File: config.mk
export PLATFORM = sky130hd
export DESIGN_NAME = pulse_width_packet_receiver
export DESIGN_NICKNAME = d
export VERILOG_FILES = /design/src/rtl/pwpr_pkg.sv /design/src/rtl/pwpr_ram.sv /design/src/rtl/pwpr_decode.sv /design/src/rtl/pwpr_emit.sv /design/src/rtl/pulse_width_packet_receiver.sv
export SDC_FILE = /design/constraint.sdc
export NUM_CORES = 1
export LEC_CHECK = 0
export BUFFER_PORTS_ARGS = -buffer_cell sky130_fd_sc_hd__buf_4
export CAP_MARGIN = 20
export CORE_AREA = 2 2 133 135
export DETAILED_ROUTE_END_ITERATION = 10
export DIE_AREA = 0 0 135 137
export HOLD_SLACK_MARGIN = 0.15
export PLACE_DENSITY = 0.83
export SYNTH_ARGS = -nofsm -noshare
export SYNTH_HDL_FRONTEND = slang
export SYNTH_HIERARCHICAL = 1
export SYNTH_SLANG_ARGS = --single-unit
File: constraint.sdc
create_clock -name i_clk -period 3.8 [get_ports i_clk]
set_input_delay 0.19 -clock i_clk [delete_from_list [all_inputs] [get_ports i_clk]]
set_output_delay 0.19 -clock i_clk [all_outputs]
set_load 0.03 [all_outputs]
File: src/rtl/pwpr_pkg.sv
// Package with the constants, register indexes and types shared by the receiver modules.
package pwpr_pkg;

    localparam int PACKET_BYTES = 8;
    localparam int ADDR_W       = (PACKET_BYTES > 1) ? $clog2(PACKET_BYTES) : 1;
    localparam int CFG_W        = 16;
    localparam int CFG_IDX_W    = 1;
    localparam int TIME_W       = 32;
    localparam int POS_W        = 3;

    localparam logic [CFG_W-1:0] SYNC_MIN_RESET = 16'd2400;
    localparam logic [CFG_W-1:0] ONE_MIN_RESET  = 16'd700;

    localparam logic [CFG_IDX_W-1:0] REG_SYNC_MIN = 1'd0;
    localparam logic [CFG_IDX_W-1:0] REG_ONE_MIN  = 1'd1;

    localparam logic [ADDR_W-1:0] LAST_ADDR = ADDR_W'(PACKET_BYTES - 1);

    typedef struct packed {
        logic              en;
        logic [ADDR_W-1:0] addr;
        logic [7:0]        data;
    } t_wr_req;

    typedef struct packed {
        logic              en;
        logic [ADDR_W-1:0] addr;
    } t_rd_req;

    typedef enum logic [1:0] {
        ST_IDLE,
        ST_READ,
        ST_SHOW
    } t_emit_state;

endpackage

File: src/rtl/pwpr_ram.sv
// Generic single-port-write, single-port-read RAM with a registered read.
module pwpr_ram #(
    parameter int WIDTH = 8,
    parameter int DEPTH = 8,
    localparam int AW = (DEPTH > 1) ? $clog2(DEPTH) : 1
) (
    input  logic             i_clk,
    input  logic             i_we,
    input  logic [AW-1:0]    i_waddr,
    input  logic [WIDTH-1:0] i_wdata,
    input  logic             i_re,
    input  logic [AW-1:0]    i_raddr,
    output logic [WIDTH-1:0] o_rdata
);

    logic [WIDTH-1:0] r_mem [DEPTH];
    logic [WIDTH-1:0] r_rdata;

    always_ff @(posedge i_clk) begin
        if (i_we) begin
            r_mem[i_waddr] <= i_wdata;
        end
        if (i_re) begin
            r_rdata <= r_mem[i_raddr];
        end
    end

    assign o_rdata = r_rdata;

endmodule

File: src/rtl/pwpr_decode.sv
// Edge timing, sync detection and bit assembly; completed bytes are written to the packet RAM.
module pwpr_decode (
    input  logic                           i_clk,
    input  logic                           i_rst_n,
    input  logic                           i_cfg_we,
    input  logic [pwpr_pkg::CFG_IDX_W-1:0] i_cfg_idx,
    input  logic [pwpr_pkg::CFG_W-1:0]     i_cfg_data,
    input  logic                           i_accept,
    input  logic                           i_line_level,
    input  logic [pwpr_pkg::TIME_W-1:0]    i_time_us,
    output pwpr_pkg::t_wr_req              o_wr,
    output logic                           o_done
);
    import pwpr_pkg::*;

    logic [CFG_W-1:0]  r_sync_min;
    logic [CFG_W-1:0]  r_one_min;
    logic              r_held_level, n_held_level;
    logic [TIME_W-1:0] r_edge_time, n_edge_time;
    logic              r_receiving, n_receiving;
    logic [ADDR_W-1:0] r_byte_cnt, n_byte_cnt;
    logic [2:0]        r_bit_cnt, n_bit_cnt;
    logic              r_start_pend, n_start_pend;
    logic [7:0]        r_shift, n_shift;
    logic [TIME_W-1:0] span;
    logic              bit_val;

    assign span    = i_time_us - r_edge_time;
    assign bit_val = span > {{(TIME_W - CFG_W){1'b0}}, r_one_min};

    always_comb begin
        n_held_level = r_held_level;
        n_edge_time  = r_edge_time;
        n_receiving  = r_receiving;
        n_byte_cnt   = r_byte_cnt;
        n_bit_cnt    = r_bit_cnt;
        n_start_pend = r_start_pend;
        n_shift      = r_shift;
        o_wr.en      = 1'b0;
        o_wr.addr    = r_byte_cnt;
        o_wr.data    = {bit_val, r_shift[7:1]};
        o_done       = 1'b0;
        if (i_accept && (i_line_level != r_held_level)) begin
            n_held_level = i_line_level;
            n_edge_time  = i_time_us;
            if (i_line_level) begin
                if (span > {{(TIME_W - CFG_W){1'b0}}, r_sync_min}) begin
                    n_receiving  = 1'b1;
                    n_byte_cnt   = '0;
                    n_bit_cnt    = '0;
                    n_start_pend = 1'b1;
                end
            end else if (r_receiving) begin
                if (r_start_pend) begin
                    n_start_pend = 1'b0;
                end else begin
                    n_shift = {bit_val, r_shift[7:1]};
                    if (r_bit_cnt == 3'd7) begin
                        n_bit_cnt = '0;
                        o_wr.en   = 1'b1;
                        if (r_byte_cnt == LAST_ADDR) begin
                            o_done      = 1'b1;
                            n_receiving = 1'b0;
                            n_byte_cnt  = '0;
                        end else begin
                            n_byte_cnt = r_byte_cnt + 1'b1;
                        end
                    end else begin
                        n_bit_cnt = r_bit_cnt + 3'd1;
                    end
                end
            end
        end
    end

    always_ff @(posedge i_clk) begin
        if (!i_rst_n) begin
            r_sync_min   <= SYNC_MIN_RESET;
            r_one_min    <= ONE_MIN_RESET;
            r_held_level <= 1'b1;
            r_edge_time  <= '0;
            r_receiving  <= 1'b0;
            r_byte_cnt   <= '0;
            r_bit_cnt    <= '0;
            r_start_pend <= 1'b0;
        end else begin
            if (i_cfg_we && (i_cfg_idx == REG_SYNC_MIN)) begin
                r_sync_min <= i_cfg_data;
            end
            if (i_cfg_we && (i_cfg_idx == REG_ONE_MIN)) begin
                r_one_min <= i_cfg_data;
            end
            r_held_level <= n_held_level;
            r_edge_time  <= n_edge_time;
            r_receiving  <= n_receiving;
            r_byte_cnt   <= n_byte_cnt;
            r_bit_cnt    <= n_bit_cnt;
            r_start_pend <= n_start_pend;
        end
    end

    always_ff @(posedge i_clk) begin
        r_shift <= n_shift;
    end

    a_done_on_write : assert property (@(posedge i_clk) disable iff (!i_rst_n)
        o_done |-> o_wr.en && (o_wr.addr == LAST_ADDR))
        else $error("packet done without the final byte write");

    a_done_clears : assert property (@(posedge i_clk) disable iff (!i_rst_n)
        o_done |=> !r_receiving && (r_byte_cnt == '0))
        else $error("reception not stopped after a full packet");

    a_write_needs_rx : assert property (@(posedge i_clk) disable iff (!i_rst_n)
        o_wr.en |-> r_receiving && !r_start_pend && (r_bit_cnt == 3'd7))
        else $error("byte written outside of an active packet");

endmodule

File: src/rtl/pwpr_emit.sv
// Packet output sequencer that reads the packet RAM byte by byte into the output channel.
module pwpr_emit (
    input  logic                        i_clk,
    input  logic                        i_rst_n,
    input  logic                        i_start,
    input  logic                        i_out_stall,
    output pwpr_pkg::t_rd_req           o_rd,
    output logic                        o_busy,
    output logic                        o_out_valid,
    output logic [pwpr_pkg::POS_W-1:0]  o_byte_position,
    output logic                        o_last_byte
);
    import pwpr_pkg::*;

    t_emit_state       r_state, n_state;
    logic [ADDR_W-1:0] r_idx, n_idx;
    logic [POS_W-1:0]  r_pos, n_pos;
    logic              xfer;

    assign xfer = (r_state == ST_SHOW) && !i_out_stall;

    always_comb begin
        n_state   = r_state;
        n_idx     = r_idx;
        n_pos     = r_pos;
        o_rd.en   = 1'b0;
        o_rd.addr = r_idx;
        unique case (r_state)
            ST_IDLE: begin
                if (i_start) begin
                    n_state = ST_READ;
                end
            end
            ST_READ: begin
                o_rd.en   = 1'b1;
                o_rd.addr = '0;
                n_idx     = '0;
                n_pos     = '0;
                n_state   = ST_SHOW;
            end
            ST_SHOW: begin
                if (xfer) begin
                    if (r_idx == LAST_ADDR) begin
                        n_state = ST_IDLE;
                    end else begin
                        o_rd.en   = 1'b1;
                        o_rd.addr = r_idx + 1'b1;
                        n_idx     = r_idx + 1'b1;
                        n_pos     = r_pos + 1'b1;
                    end
                end
            end
            default: n_state = ST_IDLE;
        endcase
    end

    always_ff @(posedge i_clk) begin
        if (!i_rst_n) begin
            r_state <= ST_IDLE;
            r_idx   <= '0;
            r_pos   <= '0;
        end else begin
            r_state <= n_state;
            r_idx   <= n_idx;
            r_pos   <= n_pos;
        end
    end

    assign o_busy          = (r_state != ST_IDLE);
    assign o_out_valid     = (r_state == ST_SHOW);
    assign o_byte_position = r_pos;
    assign o_last_byte     = (r_idx == LAST_ADDR);

    a_start_when_idle : assert property (@(posedge i_clk) disable iff (!i_rst_n)
        i_start |-> (r_state == ST_IDLE))
        else $error("packet start while a packet is still being sent");

    a_last_ends : assert property (@(posedge i_clk) disable iff (!i_rst_n)
        xfer && o_last_byte |=> (r_state == ST_IDLE))
        else $error("sequencer did not stop after the last byte");

    a_next_byte : assert property (@(posedge i_clk) disable iff (!i_rst_n)
        xfer && !o_last_byte |=> o_out_valid && (r_idx == $past(r_idx) + 1'b1))
        else $error("next byte not presented after a transfer");

endmodule

File: src/rtl/pulse_width_packet_receiver.sv
// Top level of the pulse-width packet receiver.
// The input channel carries line-level change events (i_line_level, i_time_us)
// with i_in_valid and o_in_stall; a transfer happens when valid is high and stall is low.
// Each event is decoded in the cycle it is taken, so the block takes one event per cycle
// while no packet is being sent.
// When the final bit of a packet arrives, the bytes stored in the packet RAM are sent
// on the output channel (o_out_valid, i_out_stall) with position and last mark.
// After the completing event the sequencer starts the first RAM read in its read state
// and shows the byte in its show state; further bytes follow one per cycle while the
// receiver does not stall, since each output transfer starts the next RAM read.
// The next event can be taken in the cycle after the last byte transfer.
// The output data is held in the RAM read register, so a stall simply freezes it.
// The input channel is stalled from the completing event until the last byte transfer.
// The configuration port writes sync_min_us (index 0) and one_min_us (index 1); the user
// must write them only while the block is idle, as the block itself does not enforce it.
// A synchronous active-low reset sets the line level to high, stops reception and
// restores the register defaults; the packet RAM is not cleared.
module pulse_width_packet_receiver (
    input  logic                           i_clk,
    input  logic                           i_rst_n,
    input  logic                           i_cfg_we,
    input  logic [pwpr_pkg::CFG_IDX_W-1:0] i_cfg_idx,
    input  logic [pwpr_pkg::CFG_W-1:0]     i_cfg_data,
    input  logic                           i_in_valid,
    output logic                           o_in_stall,
    input  logic                           i_line_level,
    input  logic [pwpr_pkg::TIME_W-1:0]    i_time_us,
    output logic                           o_out_valid,
    input  logic                           i_out_stall,
    output logic [7:0]                     o_data_byte,
    output logic [pwpr_pkg::POS_W-1:0]     o_byte_position,
    output logic                           o_last_byte
);
    import pwpr_pkg::*;

    t_wr_req wr;
    t_rd_req rd;
    logic    done;
    logic    busy;
    logic    accept;

    assign o_in_stall = busy;
    assign accept     = i_in_valid && !busy;

    pwpr_decode u_decode (
        .i_clk        (i_clk),
        .i_rst_n      (i_rst_n),
        .i_cfg_we     (i_cfg_we),
        .i_cfg_idx    (i_cfg_idx),
        .i_cfg_data   (i_cfg_data),
        .i_accept     (accept),
        .i_line_level (i_line_level),
        .i_time_us    (i_time_us),
        .o_wr         (wr),
        .o_done       (done)
    );

    pwpr_ram #(
        .WIDTH (8),
        .DEPTH (PACKET_BYTES)
    ) u_ram (
        .i_clk   (i_clk),
        .i_we    (wr.en),
        .i_waddr (wr.addr),
        .i_wdata (wr.data),
        .i_re    (rd.en),
        .i_raddr (rd.addr),
        .o_rdata (o_data_byte)
    );

    pwpr_emit u_emit (
        .i_clk           (i_clk),
        .i_rst_n         (i_rst_n),
        .i_start         (done),
        .i_out_stall     (i_out_stall),
        .o_rd            (rd),
        .o_busy          (busy),
        .o_out_valid     (o_out_valid),
        .o_byte_position (o_byte_position),
        .o_last_byte     (o_last_byte)
    );

endmodule

==> Flow_metrics.wiki, run 1 <==
{| class="wikitable"
! Metric !! Value
|-
| Port buffer count || 68
|-
| Startpoint of the most critical hold path || i_in_valid
|-
| P_int || 3240 uW
|-
| Hold Path Cell Cnt || 4
|-
| Count of yosys warnings during synthesis || 6
|-
| Average size of a mapped cell || just under 10 um^2
|-
| Final Cycle Share || 105%
|-
| Via count || between 7,000 and 8,000
|-
| Clock tree skew after final layout || ~0.011 ns
|-
| Total of max-cap violations || 0
|-
| Total length of routed wires || between 20,000 and 30,000 um
|-
| Worst Path Buf+Inv || 3
|-
| Routed wire length on met3 || ~1600 um
|-
| CTS tree || yes
|-
| RSZ-0062 raised after global routing || true
|-
| Result of the run || complete, but fails checks
|-
| Crit Reg-Reg Startpoint || u_decode/r_edge_time[4]
|-
| Antenna Violating Nets Remaining || 0
|-
| Number of nets produced by synthesis || about 1,100
|-
| Detail-routed net length per standard cell || roughly 19 um
|-
| Post-Route Hold Slack || about 0.20 ns
|-
| Worst min-delay path category || input pin to flop
|-
| Master cell of the clock root buffer || clkbuf_16
|-
| Least-Margin Pin Slew || between 1 and 1.5 ns
|-
| Core Box Area || roughly 17,000 um^2
|-
| DR iter-0 viols || slightly above 600
|-
| Final count of negative-setup-slack endpoints || 11
|-
| WHS Endpoint || u_decode/r_held_level
|-
| Initial cell density of the core || a little over half
|-
| DRC errors left || 0
|-
| Cell mode on critical path || buf_4
|-
| Leading register cell type out of synthesis || dfxtp_1
|-
| Instance area at placement || just over 10,000 um^2
|-
| Seq pwr share || around two fifths
|-
| Share of final-layout standard cells stronger than drive strength 1 || 21.7%
|-
| Pre-CTS worst setup slack || -0.260 ns
|-
| Die width || between 100 and 150 um
|-
| Ratio of routed vias to standard cells || slightly below 6
|-
| Hold violation total from the final report || 0
|-
| CP delay by family, top || compound AO/OA/AOI/OAI gates
|-
| Max Root-Sink Buffers || 2
|-
| Cell with the biggest individual delay on the critical path || or4b_4
|-
| Failing checks || negative setup slack
|-
| Arrival time of data at the critical path endpoint || between 4 and 5 ns
|-
| Vias in the first global route || 7,812
|-
| CTS buffer count || 17
|-
| Setup slack of the worst register-to-register path || -0.14 ns
|-
| Wire length of the first global-routing pass || ~39,000 um
|-
| Setup crit start kind || input pin
|-
| Clk slew on worst S/H paths || about 0.07 ns
|-
| Cell area after technology mapping || just over 9000 um^2
|-
| Worst Reg2Reg Path Length in Cells || 19
|-
| Comb power frac || between 20% and 30%
|-
| Overall power || 4690 uW
|-
| Clock sinks || 160
|-
| Critical path required time || 3.96 ns
|-
| Largest net degree at the start of global routing || 86
|-
| Clock power frac || 35.9%
|-
| Later-pin clock latency in the skew report || approximately 0.44 ns
|-
| Synth Instances || 936
|-
| Type of the setup path with the least slack || input pin to flop
|-
| Wire length the detailed router placed on met1 || just over 10,000 um
|-
| Antenna violations before repair || 0
|-
| Sequential area share after synthesis || roughly 43%
|-
| Maximum fanout encountered on the critical timing path || 5
|-
| Core occupancy in the finished layout || about 69%
|-
| Register area || between 3000 and 4000 um^2
|-
| Total I/O pin count || about 70
|-
| Final max-slew violation count || 0
|-
| Sequence of cells on the critical path || dlygate4sd3_1 > buf_4 > ha_1 > buf_4 > a21oi_1 > o21ai_0 > a21oi_2 > o211ai_1 > a311oi_1 > xor2_1 > nand3_1 > nor4b_2 > or4b_4
|-
| Post-route setup slack || -0.184 ns
|-
| Endpoint of the worst-slack reg-to-reg timing path || u_decode/r_shift[7]
|-
| Max-slew headroom || roughly 30%
|-
| Depth of the CTS H-tree || 4
|-
| Peak VDD IR || between 0.3 and 0.4 mV
|-
| Switching power summed over all nets || 1450 uW
|-
| Power density over cell area || 396 nW/um^2
|-
| Crit-path max cell delay || 0.55 ns
|-
| Highest clock frequency the design can meet || 0.251 GHz
|-
| Die boundary height || between 100 and 150 um
|-
| Detailed-placement wirelength estimate || between 15,000 and 20,000 um
|-
| Router iterations before antenna repair || 6
|-
| Synthesis-to-layout area growth || 28.0%
|-
| Last weighted congestion value of the routability-driven placer || between 0.9 and 1
|-
| Pleak || 0.00465 uW
|-
| Flip-flop and latch count after synthesis || 160
|-
| Shortest period the worst path allows || roughly 4 ns
|-
| Fraction of registers with async set or reset after synthesis || 0%
|-
| Footprint of the multi-input gates || between 5000 and 6000 um^2
|-
| Number of different library cells in the post-synthesis netlist || between 70 and 80
|-
| All-Layer GR Usage || ~27%
|-
| Placement Rows || between 40 and 50
|-
| Fill cell instance count of the final layout || between 1,000 and 1,500
|-
| Residual overflow from global routing || 0
|-
| Switching power as a share of total power || between 30 and 40%
|-
| Final Cell Area || approximately 12,000 um^2
|-
| Kind of end point of the critical path || flop
|-
| Post-synth EDFFs || 79
|-
| WL met2 || 12,200 um
|-
| Number of antenna diodes || 0
|-
| Die area || roughly 18,000 um^2
|-
| Top routing layer in use || met4
|-
| Final net count || approximately 1,200
|}
## synthesized netlist by cell type, types with 17 or more instances
cell        n  area (um^2)
o21ai_0    23          115
nor2_1     34          128
clkbuf_1   28          105
ha_1       76          951
nand2_1   167          627
inv_1      77          289
a21o_1     23          173
a21boi_0   58          435
a21oi_1    42          210
edfxtp_1   79         2370
o211ai_1   17          128
dfxtp_1    81         1620
## power groups by stage
stage               clock (uW)  sequential (uW)  combinational [uW]
global route              1780             1860                1240
CTS                       1700             1850                1020
finish                    1680             1860                1150
floorplan                    0             1890                 584
global placement             0             1890                 872
detailed placement           0             1890                 895
## registers in the layout, indices dropped and copies added (netlist names)
name and flops:
u_ram/r_mem 64, u_decode/r_edge_time 32, u_decode/r_one_min 16, u_decode/r_sync_min 16, u_ram/o_rdata 8, u_decode/r_shift 7
u_decode/r_bit_cnt 3, u_decode/r_byte_cnt 3, u_emit/o_byte_position 3, u_emit/r_idx 3, u_emit/r_state 2, u_decode/r_held_level 1
u_decode/r_receiving 1, u_decode/r_start_pend 1
## layout by cell type (no fill, tap or decap), drive strengths merged, types with 16 or more instances in the layout
master / count
ha: 76
o211ai: 17
nor2: 34
dfxtp: 81
nand2: 167
a21boi: 63
clkbuf: 17
buf: 139
mux4: 16
a21oi: 42
dlygate4sd3: 50
inv: 88
edfxtp: 79
o21ai: 28
a21o: 23
## how the worst max path moves through the flow
stage                             from                  end  cells after the start
2_1_floorplan  u_decode/r_edge_time[3]    u_ram/r_mem[0][7]                     20
3_3_place_gp   u_decode/r_edge_time[3]    u_ram/r_mem[6][7]                     19
3_5_place_dp   u_decode/r_edge_time[3]    u_ram/r_mem[5][7]                     19
4_1_cts                  i_time_us[13]  u_decode/r_shift[7]                     13
5_1_grt        u_decode/r_edge_time[4]  u_decode/r_shift[7]                     19
6_report                 i_time_us[11]  u_decode/r_shift[7]                     13
## through the flow
stage / TNS (ns) / std cells
finish: -1.59 / 1347
global route: -3.84 / 1347
CTS: 0 / 1342
detailed placement: -2.84 / 1252
global placement: -0.984 / 1252
floorplan: 0 / 936
## area by class of cell
class,count,share of cell area [%]
Multi-Input combinational cell,664,43.4
Sequential cell,160,33.8
Timing Repair Buffer,189,13.2
Clock buffer,17,3.59
Inverter,77,2.44
Tap cell,225,2.38
Clock inverter,15,1.27
## cells by family after synthesis
group	count (synthesis)	share of synthesized area [%]
XOR/XNOR	27	2.56
adder cells (fa/ha/maj)	77	10.5
flip-flops	160	43.2
multiplexers	32	6.34
AO/OA/AOI/OAI	230	17.3
buffers and inverters	113	4.92
AND/OR/NAND/NOR	297	15.2
## worst reg2reg max path, cell delays in order, from the launching register on
cell and delay [ns]:
dfxtp_2 0.34, inv_2 0.04, ha_4 0.23, and2_4 0.16, a221oi_4 0.27, nand2_2 0.11
a21oi_2 0.14, o21ai_1 0.08, xor2_1 0.24, ha_1 0.30, a21o_1 0.17, a21o_1 0.16
a21o_1 0.17, a21oi_2 0.13, nor2b_1 0.06, o21ai_1 0.13, nand2b_1 0.10, a21oi_2 0.18
a21oi_2 0.10, or4b_4 0.55
## metal layers
layer / global-route usage (%) / up-vias
li1: - / 3727
met1: 31.8 / 3730
met2: 46.5 / 391
met3: 5.33 / 140
met4: 13.2 / 0
met5: 0 / -
## timing repair
item | CTS | global route
hold buffers | 50 | 0
gates resized for setup | 42 | 26
endpoints found under the hold margin | 69 | 0
setup endpoints to repair | 17 | 17
buffers inserted | 7 | 4
cloned | 1 | 0
pin swaps | 41 | 16
(Power assumes the default switching activity.)
==> run 2: changes to the inputs <==
CORE_AREA = 2 2 127 129   (was 2 2 133 135)
DIE_AREA = 0 0 129 131   (was 0 0 135 137)
RECOVER_POWER = 50   (was not set)
clock period = 4.4 ns   (was 3.8 ns; I/O delays follow)
==> Flow_metrics.wiki, run 2 (synthesis gave the netlist of run 1 again) <==
{| class="wikitable"
! Metric !! Value
|-
| Largest net degree at the start of global routing || between 80 and 90
|-
| Instance area at placement || 9960 um^2
|-
| Largest registers in the final layout || u_ram/r_mem x64, u_decode/r_edge_time x32
|-
| Core occupancy in the finished layout || a little under three quarters
|-
| Least-Margin Pin Slew || 1.67 ns
|-
| Arrival time of data at the critical path endpoint || 4.46 ns
|-
| Setup crit start kind || input pin
|-
| Port buffer count || 68
|-
| Synthesis-to-layout area growth || 20.0%
|-
| Last weighted congestion value of the routability-driven placer || approximately 0.94
|-
| Placement Rows || 46
|-
| Residual overflow from global routing || 0
|-
| Most frequent cells in the layout || nand2_1, dfxtp_1, edfxtp_1
|-
| CTS buffer count || 17
|-
| Antenna Violating Nets Remaining || 0
|-
| Router iterations before antenna repair || 5
|-
| Final Cell Area || 11,100 um^2
|-
| DRC errors left || 0
|-
| Share of final-layout standard cells stronger than drive strength 1 || ~13%
|-
| DR iter-0 viols || between 500 and 600
|-
| Non-filler instance count after layout || ~1,300
|-
| Via count || between 7,000 and 8,000
|-
| Max-slew headroom || -11.1%
|-
| Worst min-delay path category || input pin to flop
|-
| Critical path required time || between 4 and 5 ns
|-
| Core Box Area || about 16,000 um^2
|-
| Shortest period the worst path allows || 4.30 ns
|-
| P_int || 2680 uW
|-
| RSZ-0062 raised after global routing || true
|-
| Ratio of routed vias to standard cells || about 5.8
|-
| Register containing the most flip-flops in the final layout || u_ram/r_mem
|-
| Kind of end point of the critical path || flop
|-
| Peak VDD IR || between 0.2 and 0.3 mV
|-
| Failing checks || max-capacitance violations, max-slew violations
|-
| Seq pwr share || a little over two fifths
|-
| Clock tree skew after final layout || 0.0108 ns
|-
| Die width || ~130 um
|-
| Clk slew on worst S/H paths || 0.07 ns
|-
| Switching power summed over all nets || ~1100 uW
|-
| Detailed-placement wirelength estimate || about 14,000 um
|-
| Die boundary height || around 130 um
|-
| Detail-routed net length per standard cell || ~17 um
|-
| Final count of negative-setup-slack endpoints || 0
|-
| Clock power frac || 37.3%
|-
| Type of the setup path with the least slack || input pin to flop
|-
| Clock sinks || 160
|-
| Total I/O pin count || 69
|-
| Comb power frac || between 20% and 30%
|-
| Final max-slew violation count || 34
|-
| Initial cell density of the core || between 50% and 60%
|-
| Depth of the CTS H-tree || 4
|-
| Cell Count Post-Placement || around 1,200
|-
| Fill cell instance count of the final layout || roughly 1,100
|-
| Pleak || 0.00427 uW
|-
| Max Root-Sink Buffers || 2
|-
| Total length of routed wires || around 22,000 um
|-
| All-Layer GR Usage || between 20% and 30%
|-
| Total of max-cap violations || 1
|-
| Result of the run || complete, but fails checks
|-
| Wire length of the first global-routing pass || roughly 35,000 um
|-
| Vias in the first global route || between 7,000 and 8,000
|-
| Max FFs per register || between 60 and 70
|-
| Highest clock frequency the design can meet || 0.233 GHz
|-
| Hold violation total from the final report || 0
|-
| CTS tree || yes
|-
| Power density over cell area || approximately 340 nW/um^2
|-
| Final Cycle Share || ~100%
|-
| Die area || 16,900 um^2
|-
| Setup_tns || 0 ns
|-
| Maximum fanout encountered on the critical timing path || 5
|-
| Leading cell type in the layout, fill and taps excluded || nand2_1
|-
| Switching power as a share of total power || between 20 and 30%
|-
| Later-pin clock latency in the skew report || approximately 0.43 ns
|-
| Antenna violations before repair || 1
|-
| Final net count || ~1,200
|-
| Master cell of the clock root buffer || clkbuf_16
|}
## run 2: changes by cell type in the layout (fill, tap and decap cells not counted), sizes merged
cell and change:
buf -72, clkbuf +17, clkinv +1, diode +1
inv -2
## run 2: what timing repair did
item | in CTS | in global routing
endpoints found under the hold margin | 68 | 0
setup endpoints to repair | 0 | 16
resized for setup | 0 | 20
setup buffers | 0 | 3
hold buffers | 50 | 0
## run 2: critical path, stage by stage
cell and delay [ns]:
dlygate4sd3_1 0.54, buf_4 0.14, ha_1 0.27, nor2b_1 0.14
o211ai_1 0.35, nand2_2 0.16, a21oi_2 0.16, o21ai_0 0.11
xor2_1 0.24, ha_1 0.30, a21o_1 0.20, a21o_1 0.20
a21o_1 0.18, a21oi_1 0.14, nor2b_1 0.06, o21ai_1 0.11
nand2b_1 0.08, a21oi_2 0.16, a21oi_2 0.09, or4b_4 0.60
## run 2: path summary, 6_finish.rpt
kind	startpoint	end	slack [ns]	cells after the start
max	i_time_us[1]	u_ram/r_mem[2][7]	0.10	20
min	i_in_valid	u_decode/r_held_level	0.24	4
max reg2reg	u_decode/r_edge_time[3]	u_ram/r_mem[2][7]	0.16	19
min reg2reg	u_decode/r_edge_time[22]	u_decode/r_edge_time[22]	0.47	2
## run 2: power by group through the flow
stage | combinational, uW | sequential (uW) | clock (uW)
after floorplan | 501 | 1630 | 0
after global routing | 868 | 1610 | 1510
after detailed placement | 684 | 1640 | 0
after global placement | 671 | 1630 | 0
final | 792 | 1600 | 1430
after CTS | 730 | 1600 | 1450
## run 2: through the flow
step	power, uW	hold slack [ns]	worst slack (ns)
3_3_place_gp	2300	0.451	0.281
6_report	3820	0.241	0.103
5_1_grt	3980	0.262	-0.0746
4_1_cts	3780	0.227	0.0165
3_5_place_dp	2320	0.459	0.122
2_1_floorplan	2130	0.358	0.516
## run 2: area by class of cell
type,count,area (um^2),area share (%)
Clock buffer,18,429,3.86
Timing Repair Buffer,133,1070,9.64
Multi-Input combinational cell,664,4910,44.2
Tap cell,216,270,2.43
Clock inverter,14,140,1.26
Antenna cell,1,2.50,0.0225
Sequential cell,160,4000,36.0
Inverter,77,289,2.60
## run 2: metal layers
| layer | routed length (um) | GRT usage, % | up-vias | share of wire [%] |
|---|---|---|---|---|
| met5 | 0 | 0 | - | 0 |
| met4 | 795 | 11.6 | 0 | 3.6 |
| met3 | 1200 | 4.56 | 59 | 5.4 |
| met2 | 11000 | 46.7 | 281 | 50 |
| met1 | 9170 | 32.9 | 3522 | 41 |
| li1 | - | - | 3598 | - |
